## src/pdrs_pkg.sv

```systemverilog
// Shared types and constants for the PWM duty ramp sequencer.
`default_nettype none
package pdrs_pkg;

    localparam int DUTY_W = 7;
    localparam int TIME_W = 32;
    localparam int TOP_W  = 16;
    localparam int IDX_W  = 3;

    typedef enum logic [1:0] {
        PH_DWELL = 2'd0,
        PH_UP    = 2'd1,
        PH_DOWN  = 2'd2
    } t_phase;

    // Register indexes on the configuration port
    localparam logic [IDX_W-1:0] CFG_DUTY_LOW   = 3'd0;
    localparam logic [IDX_W-1:0] CFG_DUTY_HIGH  = 3'd1;
    localparam logic [IDX_W-1:0] CFG_STEP_SIZE  = 3'd2;
    localparam logic [IDX_W-1:0] CFG_DWELL_MS   = 3'd3;
    localparam logic [IDX_W-1:0] CFG_STEP_IVL   = 3'd4;
    localparam logic [IDX_W-1:0] CFG_PERIOD_TOP = 3'd5;

    // Reset values
    localparam logic [DUTY_W-1:0] RST_DUTY_LOW   = 7'd12;
    localparam logic [DUTY_W-1:0] RST_DUTY_HIGH  = 7'd48;
    localparam logic [DUTY_W-1:0] RST_STEP_SIZE  = 7'd5;
    localparam logic [TIME_W-1:0] RST_DWELL_MS   = 32'd5000;
    localparam logic [TIME_W-1:0] RST_STEP_IVL   = 32'd1000;
    localparam logic [TOP_W-1:0]  RST_PERIOD_TOP = 16'd33332;

    localparam logic [DUTY_W-1:0] DUTY_SAT = 7'd100;

    // floor(x/100) = (x * RECIP_100) >> RECIP_SHIFT, exact for x < 2^23
    localparam int               RECIP_SHIFT = 30;
    localparam logic [23:0]      RECIP_100   = 24'd10737419;
    localparam int               PROD_W      = 23;

    typedef struct packed {
        logic [DUTY_W-1:0] duty_low;
        logic [DUTY_W-1:0] duty_high;
        logic [DUTY_W-1:0] step_size;
        logic [TIME_W-1:0] dwell_ms;
        logic [TIME_W-1:0] step_ivl_ms;
        logic [TOP_W-1:0]  period_top;
    } t_cfg;

    typedef struct packed {
        logic [DUTY_W-1:0] duty;
        t_phase            phase;
        logic              updated;
    } t_ramp_res;

endpackage
`default_nettype wire

```

## src/pdrs_ramp.sv

```systemverilog
// Ramp state machine: dwell, ramp up, ramp down, one timestamp per enable.
`default_nettype none
module pdrs_ramp (
    input  wire                        i_clk,
    input  wire                        i_rst_n,
    input  wire                        i_en,
    input  wire [pdrs_pkg::TIME_W-1:0] i_now_ms,
    input  wire pdrs_pkg::t_cfg        i_cfg,
    output pdrs_pkg::t_ramp_res        o_res
);

    pdrs_pkg::t_phase                r_phase, n_phase;
    logic [pdrs_pkg::TIME_W-1:0]     r_last_ms, n_last_ms;
    logic [pdrs_pkg::DUTY_W-1:0]     r_duty, n_duty;
    logic                            n_updated;
    pdrs_pkg::t_ramp_res             r_res;

    logic [pdrs_pkg::TIME_W-1:0]     w_elapsed;
    logic                            w_dwell_done;
    logic                            w_step_due;
    logic [pdrs_pkg::DUTY_W:0]       w_sum;
    logic signed [pdrs_pkg::DUTY_W+1:0] w_diff;
    logic signed [pdrs_pkg::DUTY_W+1:0] w_low_s;

    assign w_elapsed    = i_now_ms - r_last_ms;   // wraps mod 2^32
    assign w_dwell_done = (w_elapsed >= i_cfg.dwell_ms);
    assign w_step_due   = (w_elapsed >= i_cfg.step_ivl_ms);
    assign w_sum        = {1'b0, r_duty} + {1'b0, i_cfg.step_size};
    assign w_diff       = $signed({2'b00, r_duty}) - $signed({2'b00, i_cfg.step_size});
    assign w_low_s      = $signed({2'b00, i_cfg.duty_low});

    always_comb begin
        n_phase   = r_phase;
        n_last_ms = r_last_ms;
        n_duty    = r_duty;
        n_updated = 1'b0;
        case (r_phase)
            pdrs_pkg::PH_DWELL: begin
                if (w_dwell_done) begin
                    n_phase   = pdrs_pkg::PH_UP;
                    n_last_ms = i_now_ms;
                end
            end
            pdrs_pkg::PH_UP: begin
                if (w_step_due) begin
                    n_last_ms = i_now_ms;
                    n_updated = 1'b1;
                    if (w_sum >= {1'b0, i_cfg.duty_high}) begin
                        n_duty  = i_cfg.duty_high;
                        n_phase = pdrs_pkg::PH_DOWN;
                    end else begin
                        n_duty = w_sum[pdrs_pkg::DUTY_W-1:0];
                    end
                end
            end
            pdrs_pkg::PH_DOWN: begin
                if (w_step_due) begin
                    n_last_ms = i_now_ms;
                    n_updated = 1'b1;
                    if (w_diff <= w_low_s) begin
                        n_duty  = i_cfg.duty_low;
                        n_phase = pdrs_pkg::PH_DWELL;
                    end else begin
                        n_duty = w_diff[pdrs_pkg::DUTY_W-1:0];
                    end
                end
            end
            default: begin
                n_phase = pdrs_pkg::PH_DWELL;
            end
        endcase
    end

    always_ff @(posedge i_clk) begin
        if (!i_rst_n) begin
            r_phase   <= pdrs_pkg::PH_DWELL;
            r_last_ms <= '0;
            r_duty    <= pdrs_pkg::RST_DUTY_LOW;
        end else if (i_en) begin
            r_phase   <= n_phase;
            r_last_ms <= n_last_ms;
            r_duty    <= n_duty;
        end
    end

    // result register, payload only
    always_ff @(posedge i_clk) begin
        if (i_en) begin
            r_res.duty    <= n_duty;
            r_res.phase   <= n_phase;
            r_res.updated <= n_updated;
        end
    end

    assign o_res = r_res;

    // state moves only on a processed beat
    a_state_hold: assert property (@(posedge i_clk) disable iff (!i_rst_n)
        !i_en |=> $stable(r_phase) && $stable(r_last_ms) && $stable(r_duty))
        else $error("ramp state changed without a beat");

    // dwell is only left towards ramp up
    a_dwell_exit: assert property (@(posedge i_clk) disable iff (!i_rst_n)
        r_phase == pdrs_pkg::PH_DWELL |=>
            r_phase == pdrs_pkg::PH_DWELL || r_phase == pdrs_pkg::PH_UP)
        else $error("dwell left towards ramp down");

    // ramp up is only left towards ramp down
    a_up_exit: assert property (@(posedge i_clk) disable iff (!i_rst_n)
        r_phase == pdrs_pkg::PH_UP |=>
            r_phase == pdrs_pkg::PH_UP || r_phase == pdrs_pkg::PH_DOWN)
        else $error("ramp up left towards dwell");

endmodule
`default_nettype wire

```

## src/pdrs_cmp.sv

```systemverilog
// Compare value: saturated duty times (top+1), divided by 100 via reciprocal.
`default_nettype none
module pdrs_cmp (
    input  wire                        i_clk,
    input  wire                        i_en,
    input  wire pdrs_pkg::t_ramp_res   i_res,
    input  wire [pdrs_pkg::TOP_W-1:0]  i_period_top,
    output pdrs_pkg::t_ramp_res        o_res,
    output logic [pdrs_pkg::TOP_W-1:0] o_compare
);

    localparam int QW = pdrs_pkg::PROD_W + 24;

    logic [pdrs_pkg::DUTY_W-1:0]  w_dsat;
    logic [pdrs_pkg::TOP_W:0]     w_top1;
    logic [23:0]                  w_prod;
    logic [QW-1:0]                w_qfull;
    logic [pdrs_pkg::TOP_W:0]     w_q;

    logic [pdrs_pkg::PROD_W-1:0]  r_prod;
    pdrs_pkg::t_ramp_res          r_res_s2;
    pdrs_pkg::t_ramp_res          r_res_s3;
    logic [pdrs_pkg::TOP_W-1:0]   r_compare;

    assign w_dsat = (i_res.duty > pdrs_pkg::DUTY_SAT) ? pdrs_pkg::DUTY_SAT : i_res.duty;
    assign w_top1 = {1'b0, i_period_top} + 17'd1;
    assign w_prod = 24'(w_dsat) * 24'(w_top1);

    always_ff @(posedge i_clk) begin
        if (i_en) begin
            r_prod   <= w_prod[pdrs_pkg::PROD_W-1:0];   // at most 100 * 2^16
            r_res_s2 <= i_res;
        end
    end

    assign w_qfull = QW'(r_prod) * QW'(pdrs_pkg::RECIP_100);
    assign w_q     = w_qfull[pdrs_pkg::RECIP_SHIFT +: (pdrs_pkg::TOP_W + 1)];

    always_ff @(posedge i_clk) begin
        if (i_en) begin
            r_compare <= w_q[pdrs_pkg::TOP_W] ? '1 : w_q[pdrs_pkg::TOP_W-1:0];
            r_res_s3  <= r_res_s2;
        end
    end

    assign o_res     = r_res_s3;
    assign o_compare = r_compare;

endmodule
`default_nettype wire

```

## src/pwm_duty_ramp_sequencer.sv

```systemverilog
// Top level of the PWM duty ramp sequencer: ports, registers, pipeline control.
`default_nettype none
// Usage
//   Slave stream: one beat per millisecond timestamp, i_s_tdata = now_ms.
//   Master stream: one result beat per input beat, in order, carrying the
//   PWM compare value, the duty in whole percent, the ramp phase and a flag
//   that marks a step that wrote a new duty.
//   Configuration: plain write port, one register per cycle with
//   i_cfg_wr_en high; index 0..5 as listed in the package, others ignored.
//   Write only while no beat is in flight; new values apply to later beats.
// Timing
//   Four register stages: input register, ramp state update, product,
//   reciprocal divide into the output register; each accepted beat passes
//   them in order. One beat per cycle sustained unless the output stalls;
//   all stages move together on a single advance enable.
// Reset
//   Synchronous, active low: phase dwell, last event 0 ms, duty 12 percent,
//   registers back to their defaults, pipeline empty. No clearing pass.
// Backpressure
//   While the output beat waits on i_m_tready the whole pipe holds and
//   o_s_tready is low; the output register keeps its beat unchanged.
module pwm_duty_ramp_sequencer (
    input  wire         i_clk,
    input  wire         i_rst_n,
    // slave stream
    input  wire         i_s_tvalid,
    output logic        o_s_tready,
    input  wire  [31:0] i_s_tdata,   // [31:0] now_ms
    // master stream
    output logic        o_m_tvalid,
    input  wire         i_m_tready,
    output logic [31:0] o_m_tdata,   // [15:0] compare_value, [22:16] duty_percent,
                                     // [24:23] phase, [25] compare_updated, [31:26] zero
    // configuration
    input  wire         i_cfg_wr_en,
    input  wire  [2:0]  i_cfg_index,
    input  wire  [31:0] i_cfg_data
);

    pdrs_pkg::t_cfg               r_cfg;
    logic [pdrs_pkg::TIME_W-1:0]  r_now_ms;
    logic                         r_s0_v, r_s1_v, r_s2_v, r_out_v;
    logic                         w_adv;
    logic                         w_in_acc;

    pdrs_pkg::t_ramp_res          w_ramp_res;
    pdrs_pkg::t_ramp_res          w_out_res;
    logic [pdrs_pkg::TOP_W-1:0]   w_compare;

    // whole pipe advances when the output slot is free or being drained
    assign w_adv    = !r_out_v || i_m_tready;
    assign w_in_acc = i_s_tvalid && w_adv;

    assign o_s_tready = w_adv;

    // configuration registers
    always_ff @(posedge i_clk) begin
        if (!i_rst_n) begin
            r_cfg.duty_low    <= pdrs_pkg::RST_DUTY_LOW;
            r_cfg.duty_high   <= pdrs_pkg::RST_DUTY_HIGH;
            r_cfg.step_size   <= pdrs_pkg::RST_STEP_SIZE;
            r_cfg.dwell_ms    <= pdrs_pkg::RST_DWELL_MS;
            r_cfg.step_ivl_ms <= pdrs_pkg::RST_STEP_IVL;
            r_cfg.period_top  <= pdrs_pkg::RST_PERIOD_TOP;
        end else if (i_cfg_wr_en) begin
            case (i_cfg_index)
                pdrs_pkg::CFG_DUTY_LOW:   r_cfg.duty_low    <= i_cfg_data[6:0];
                pdrs_pkg::CFG_DUTY_HIGH:  r_cfg.duty_high   <= i_cfg_data[6:0];
                pdrs_pkg::CFG_STEP_SIZE:  r_cfg.step_size   <= i_cfg_data[6:0];
                pdrs_pkg::CFG_DWELL_MS:   r_cfg.dwell_ms    <= i_cfg_data;
                pdrs_pkg::CFG_STEP_IVL:   r_cfg.step_ivl_ms <= i_cfg_data;
                pdrs_pkg::CFG_PERIOD_TOP: r_cfg.period_top  <= i_cfg_data[15:0];
                default: ;
            endcase
        end
    end

    // stage valid bits
    always_ff @(posedge i_clk) begin
        if (!i_rst_n) begin
            r_s0_v  <= 1'b0;
            r_s1_v  <= 1'b0;
            r_s2_v  <= 1'b0;
            r_out_v <= 1'b0;
        end else if (w_adv) begin
            r_s0_v  <= i_s_tvalid;
            r_s1_v  <= r_s0_v;
            r_s2_v  <= r_s1_v;
            r_out_v <= r_s2_v;
        end
    end

    // input register
    always_ff @(posedge i_clk) begin
        if (w_in_acc) begin
            r_now_ms <= i_s_tdata;
        end
    end

    // state only steps for a real beat, bubbles leave it alone
    pdrs_ramp u_ramp (
        .i_clk    (i_clk),
        .i_rst_n  (i_rst_n),
        .i_en     (w_adv && r_s0_v),
        .i_now_ms (r_now_ms),
        .i_cfg    (r_cfg),
        .o_res    (w_ramp_res)
    );

    pdrs_cmp u_cmp (
        .i_clk        (i_clk),
        .i_en         (w_adv),
        .i_res        (w_ramp_res),
        .i_period_top (r_cfg.period_top),
        .o_res        (w_out_res),
        .o_compare    (w_compare)
    );

    assign o_m_tvalid = r_out_v;
    assign o_m_tdata  = {6'b0, w_out_res.updated, 2'(w_out_res.phase),
                         w_out_res.duty, w_compare};

    // a beat sitting in the input stage is never dropped by a stall
    a_s0_hold: assert property (@(posedge i_clk) disable iff (!i_rst_n)
        r_s0_v && !w_adv |=> r_s0_v)
        else $error("input stage beat lost during stall");

    // a beat in the product stage always moves into a free output register
    a_out_fill: assert property (@(posedge i_clk) disable iff (!i_rst_n)
        r_s2_v && !r_out_v |=> r_out_v)
        else $error("output register not filled from product stage");

    // zero duty always gives a zero compare value
    a_zero_duty: assert property (@(posedge i_clk) disable iff (!i_rst_n)
        r_out_v && (w_out_res.duty == '0) |-> (w_compare == '0))
        else $error("non-zero compare for zero duty");

endmodule
`default_nettype wire

```

## config.mk

```make
export PLATFORM = sky130hd
export DESIGN_NAME = pwm_duty_ramp_sequencer
export DESIGN_NICKNAME = d
export VERILOG_FILES = /design/src/pdrs_pkg.sv /design/src/pdrs_ramp.sv /design/src/pdrs_cmp.sv /design/src/pwm_duty_ramp_sequencer.sv
export SDC_FILE = /design/constraint.sdc
export NUM_CORES = 1
export LEC_CHECK = 0
export ABC_CLOCK_PERIOD_IN_PS = 9500
export BUFFER_PORTS_ARGS = -buffer_cell sky130_fd_sc_hd__buf_2
export CAP_MARGIN = 10
export CORE_ASPECT_RATIO = 1.4
export CORE_UTILIZATION = 55
export DETAILED_ROUTE_END_ITERATION = 10
export PLACE_DENSITY_LB_ADDON = 0.12
export REMOVE_ABC_BUFFERS = 1
export SYNTH_ARGS = -nofsm -noshare
export SYNTH_HDL_FRONTEND = slang
export SYNTH_SLANG_ARGS = --single-unit
```

## constraint.sdc

```tcl
create_clock -name i_clk -period 9.5 [get_ports i_clk]
set_input_delay 0.95 -clock i_clk [delete_from_list [all_inputs] [get_ports i_clk]]
set_output_delay 0.95 -clock i_clk [all_outputs]
set_load 0.01 [all_outputs]
```

# Word-level counts from Yosys, hierarchy flattened
# Cells that the tools add are included.
word_totals:
  register_bits: 247
  inputBits: 72
  out_inout_bits: 34
  elab_cells: 76
classes:
  add_sub_neg: 4
  multipliers: 2
  n_lt_le_gt_ge: 5
  n_eq_ne: 9
  muxes: 16
  n_reduce_logical: 15
ops:
  columns: ["operator", "count"]
  rows:
  - ["greater-or-equal comparator 32 bit", 2]
  - ["2-to-1 mux 32 bit", 2]
  - ["one-hot mux 32 bit (2 select lines)", 1]
  - ["multiplier 23 x 24 -> 47 bit, second input constant", 1]
  - ["2-to-1 mux 7 bit", 5]
  - ["subtractor 32 bit", 1]
  - ["multiplier 7 x 17 -> 23 bit", 1]
  - ["adder 16 x 1 -> 17 bit, second input constant", 1]
  - ["one-hot mux 7 bit (2 select lines)", 1]
  - ["AND reduction 2 bit", 6]
  - ["2-to-1 mux 2 bit", 5]
  - ["<= comparator 9 x 8 -> 1 bit", 1]
  - ["adder 7 x 7 -> 8 bit", 1]
  - ["greater-or-equal comparator 8 x 7 -> 1 bit", 1]
  - ["subtractor 7 x 7 -> 8 bit", 1]
  - ["greater-than comparator 7 bit, second input constant", 1]
  - ["equality test 3 x 2 -> 1 bit, second input constant", 2]
  - ["equality test 3 bit, second input constant", 2]
  - ["one-hot mux 2 bit (3 select lines)", 1]
  - ["!= test 2 x 1 -> 1 bit, second input constant", 2]
  - ["AND reduction 4 bit", 1]
  - ["equality test 3 x 1 -> 1 bit, second input constant", 1]
  - ["logical NOT 3 bit", 1]
  - ["equality test 2 x 1 -> 1 bit, second input constant", 1]
  - ["8 further kinds", 9]

# Logic depth before layout (Yosys ltp)
logic_depth:
  word_depth: 5
  ltp_mapped: 27
  depth_no_buf: 26

# Hierarchy
# A second synthesis with hierarchy kept.
hier_totals:
  cells_unflattened: 2674
  hier_area_um2: 25781.0
modules_own_cells:
  columns: ["module", "instances", "cells_per_inst", "area_each_um2", "seq_area_each_um2"]
  rows:
  - ["pdrs_cmp", 1, 1418, 14577.7, 1771.7]
  - ["pdrs_ramp", 1, 818, 6547.5, 1121.1]
  - ["pwm_duty_ramp_sequencer", 1, 438, 4655.7, 3062.9]

# Worst setup path before layout
# OpenSTA, ideal clock, no wires.
synth_path:
  path_kind: "register to register"
  start: "register u_cmp.r_prod[3] (netlist bit)"
  end: "register u_cmp.r_compare, in the netlist u_cmp.o_compare[7] (data pin)"
  setup_ns: 0.255
  t_arrival_ns: 6.652
  required_ns: 9.245
  setup_slack_ns: 2.593
  stages_incl_launch_ff: 24
  path_buffers: 1
  synth_period_minus_slack_ns: 6.907
  cell_sequence: "edfxtp_1 -> fa_1 -> fa_1 -> inv_1 -> fa_1 -> inv_1 -> fa_1 -> fa_1 -> fa_1 -> inv_1 -> fa_1 -> inv_1 -> ha_1 -> and3_1 -> a2111oi_1 -> nor4_1 -> a2111o_1 -> o21ai_2 -> a31oi_1 -> o211ai_2 -> a311oi_1 -> xnor2_2 -> buf_6 -> nand2_1"
synth_between:
  elab_chain_cells: 1
synth_lines:
  columns: ["element", "line", "source"]
  rows:
  - ["start, declared", "pdrs_cmp.sv:20", "logic [pdrs_pkg::PROD_W-1:0] r_prod;"]
  - ["start signal, assigned", "pdrs_cmp.sv:31", "r_prod <= w_prod[pdrs_pkg::PROD_W-1:0];"]
  - ["multiplier 23 x 24 -> 47 bit", "pdrs_cmp.sv:36", "assign w_qfull = QW'(r_prod) * QW'(pdrs_pkg::RECIP_100);"]
  - ["end signal, assigned", "pdrs_cmp.sv:41", "r_compare <= w_q[pdrs_pkg::TOP_W] ? '1 : w_q[pdrs_pkg::TOP_W-1:0];"]
  - ["end, declared", "pdrs_cmp.sv:23", "logic [pdrs_pkg::TOP_W-1:0] r_compare;"]
# No other way between the ends.
# A chain may end at the register's enable or synchronous reset.

# Final worst setup path
layout_path:
  start: "register u_cmp.r_prod[3] (netlist bit)"
  end: "register u_cmp.r_compare, in the netlist u_cmp.o_compare[8] (data pin)"
# The elaborated chain is that of the path after synthesis.

==> flow_summary.toml <==
[route]
wl_per_cell_um = 18.59
first_pass_iters = 5
drc = 0
viasPerCell = 5.425
final_antenna_net_count = 0
wirelength_um = 63810
num_vias = 18618
drt_first_iter_violations = 708

[synth]
synth-edff-count = 101
seq_area_frac_synth_pct = 23.36
synth_area_um2 = 25490
synth_flop_cell = "dfxtp_1"
avgSynthCellArea_um2 = 9.397
netlist_instances = 2713
synth_cell_types = 67
ys_warn_count = 0
ys_seq_elements = 247
async_flop_share_pct = 0

[timing]
maxSlewHeadroom_pct = 20.62
final.min_clock_period_ps = 7648
finClkSkew_ps = 20.03
fin_tns_setup_ps = 0
finalSetupViolCount = 0
maxSlewViolCount = 0
rsz0062_at_grt = "no"
tightest_slew_ps = 1186
fin_ws_ps = 1852
final_hold_viol_count = 0
max_freq_ghz = 0.1307
period_share_pct = 80.51

[worst_setup_path]
crit_fanout = 16
worstPathRequired_ps = 9770
critPathCaptureType = "register"
cp_common_cell = "fa_1"
worstPathCellList = "fa_1, fa_1, inv_1, fa_1, inv_1, fa_1, fa_1, fa_1, inv_1, fa_1, inv_1, ha_1, and3_1, a2111oi_1, nor4_1, a2111o_1, o21ai_2, a31oi_1, o211ai_2, a311oi_1, xnor2_2, o21ai_0"
path_class = "register to register"
crit_arrival_ps = 7920
startpoint_type = "register"
max_stage_delay_ps = 600
cp_slowest_cell = "fa_1"

[place]
portBuffers = 99
gp_congestion = 0.9341
place_area_um2 = 26600
detailedPlace.worstSlack_ps = 1774
dp_hpwl_um = 53530

[floorplanning]
die_w_um = 184.0
placementRows = 93
fp.dieArea_um2 = 47230
pin_count = 106
start_util_pct = 55.61
die_h_um = 256.7
core-area_um2 = 45850

[clock_network]
ctsHtreeMaxLevel = 1
post_cts_buffers = 0
cts_tree = "yes"
cts_max_path_buffers = 3
cts.sinks = 247
clkLatencyLatePin_ps = 560
cts_root_buf = "clkbuf_16"
cts_made_buffers = 27
path_clk_slew_ps = 60
holdBufCountCts = 0
cts_resized = 0

[flow_run]
drv_cap = 0

[layout]
stdcell_area_um2 = 27570
area_delta_synth_final_pct = 8.152
final_common_cell = "inv_1"
fillers = 4176
seqCellArea_um2 = 5956
final_nets = 3544
multiInputGateArea_um2 = 17290
drive_gt1_share_pct = 6.612
final_util_pct = 60.14
final_cell_mix = "inv_1, ha_1, nand2_1, fa_1, a21oi_1"

[grt]
groute.usage.overall_pct = 27.77
grt_start_max_net_pins = 66
antenna_found_initial = 4
grt_pass1_wl_um = 101600
grt_pass1_vias = 19686
overflow = 0

[hold_path]
hold_class = "register to register"

[status]
status = "completed"
## cell families (layout without fill, tap and decap cells)
family          Yosys count  count (layout)  synth area share, %
compound gates          450             450                11.42
xor+xnor                 87              87                3.018
fa+ha+maj               680             680                41.32
buf+inv                 599             694                8.937
flops                   247             247                23.36
mux                      17              17               0.6821
other cells               1               8              0.01471
simple gates            632             632                11.25
## state kept, by name, indices dropped and copies added (netlist names), 7 cells and up
| name | flops |
|---|---|
| u_ramp.o_res | 10 |
| r_cfg | 101 |
| u_ramp.r_duty | 7 |
| u_cmp.o_res | 10 |
| u_cmp.r_res_s2 | 10 |
| u_cmp.r_prod | 23 |
| u_cmp.o_compare | 16 |
| u_ramp.r_last_ms | 32 |
| r_now_ms | 32 |
## cell type report
cell class | instances | share of cell area (%)
Inverter | 531 | 7.229
Tap cell | 617 | 2.800
Multi-Input combinational cell | 1872 | 62.69
Clock inverter | 16 | 0.6308
Antenna cell | 2 | 0.01815
Sequential cell | 247 | 21.60
Clock buffer | 34 | 2.809
Timing Repair Buffer | 113 | 2.219
## stage by stage
step	hold WS (ps)	instances
floorplan	400.3	2650
global placement	400.6	3378
detailed placement	404.5	3379
CTS	419.1	3429
global route	430.7	3431
finish	418.9	3432
## metal layers
metal | up-vias | GRT usage (%) | wire [um]
met5 | - | 0 | 16
met4 | 2 | 14.14 | 3714
met3 | 149 | 2.571 | 1705
met2 | 348 | 54.91 | 35330
met1 | 9084 | 28.21 | 23040
li1 | 9035 | - | -
## path summary, 6_finish.rpt
| path | slack, ps | cells after the start | to | start |
|---|---|---|---|---|
| max | 1850 | 22 | u_cmp.o_compare[8] | u_cmp.r_prod[3] |
| min | 420 | 0 | u_cmp.o_res[3] | u_cmp.r_res_s2[3] |
| max reg2reg | 1850 | 22 | u_cmp.o_compare[8] | u_cmp.r_prod[3] |
| min reg2reg | 420 | 0 | u_cmp.o_res[3] | u_cmp.r_res_s2[3] |
## Yosys cell counts (4+ instances only)
cell type | n | share of area [%]
xor2_1 | 29 | 1.0
a21o_1 | 60 | 1.8
o2111ai_1 | 4 | 0.14
xnor2_1 | 57 | 2.0
nor2b_1 | 43 | 1.1
a211oi_1 | 12 | 0.35
o31ai_1 | 38 | 1.1
o22ai_1 | 6 | 0.15
buf_1 | 4 | 0.059
nor2_1 | 126 | 1.9
nor3_1 | 14 | 0.27
o21ai_0 | 58 | 1.1
inv_1 | 530 | 7.8
nand2b_1 | 33 | 0.81
o211ai_1 | 21 | 0.62
clkbuf_1 | 57 | 0.84
or2_2 | 9 | 0.22
nand3_1 | 72 | 1.4
a21boi_0 | 27 | 0.80
a21oi_1 | 154 | 3.0
and3_1 | 13 | 0.32
fa_1 | 270 | 21
buf_4 | 6 | 0.18
o21a_1 | 17 | 0.50
edfxtp_1 | 101 | 12
nand2_1 | 271 | 4.0
and2_1 | 19 | 0.47
dfxtp_1 | 146 | 11
nand4_1 | 16 | 0.39
ha_1 | 410 | 20
o21bai_1 | 9 | 0.26
a31oi_1 | 7 | 0.17
or3_1 | 6 | 0.15
mux2i_1 | 14 | 0.55
## worst max-delay path, delay by kind of cell (launching register included)
| family | cells | cell delay (ps) |
|---|---|---|
| fa+ha+maj | 8 | 3920 |
| xor+xnor | 1 | 560 |
| flops | 1 | 570 |
| simple gates | 2 | 280 |
| buf+inv | 4 | 200 |
| compound gates | 7 | 1820 |
Power is not shown: default switching activity piles up to over one toggle a cycle in this logic, so the estimate is an artifact.
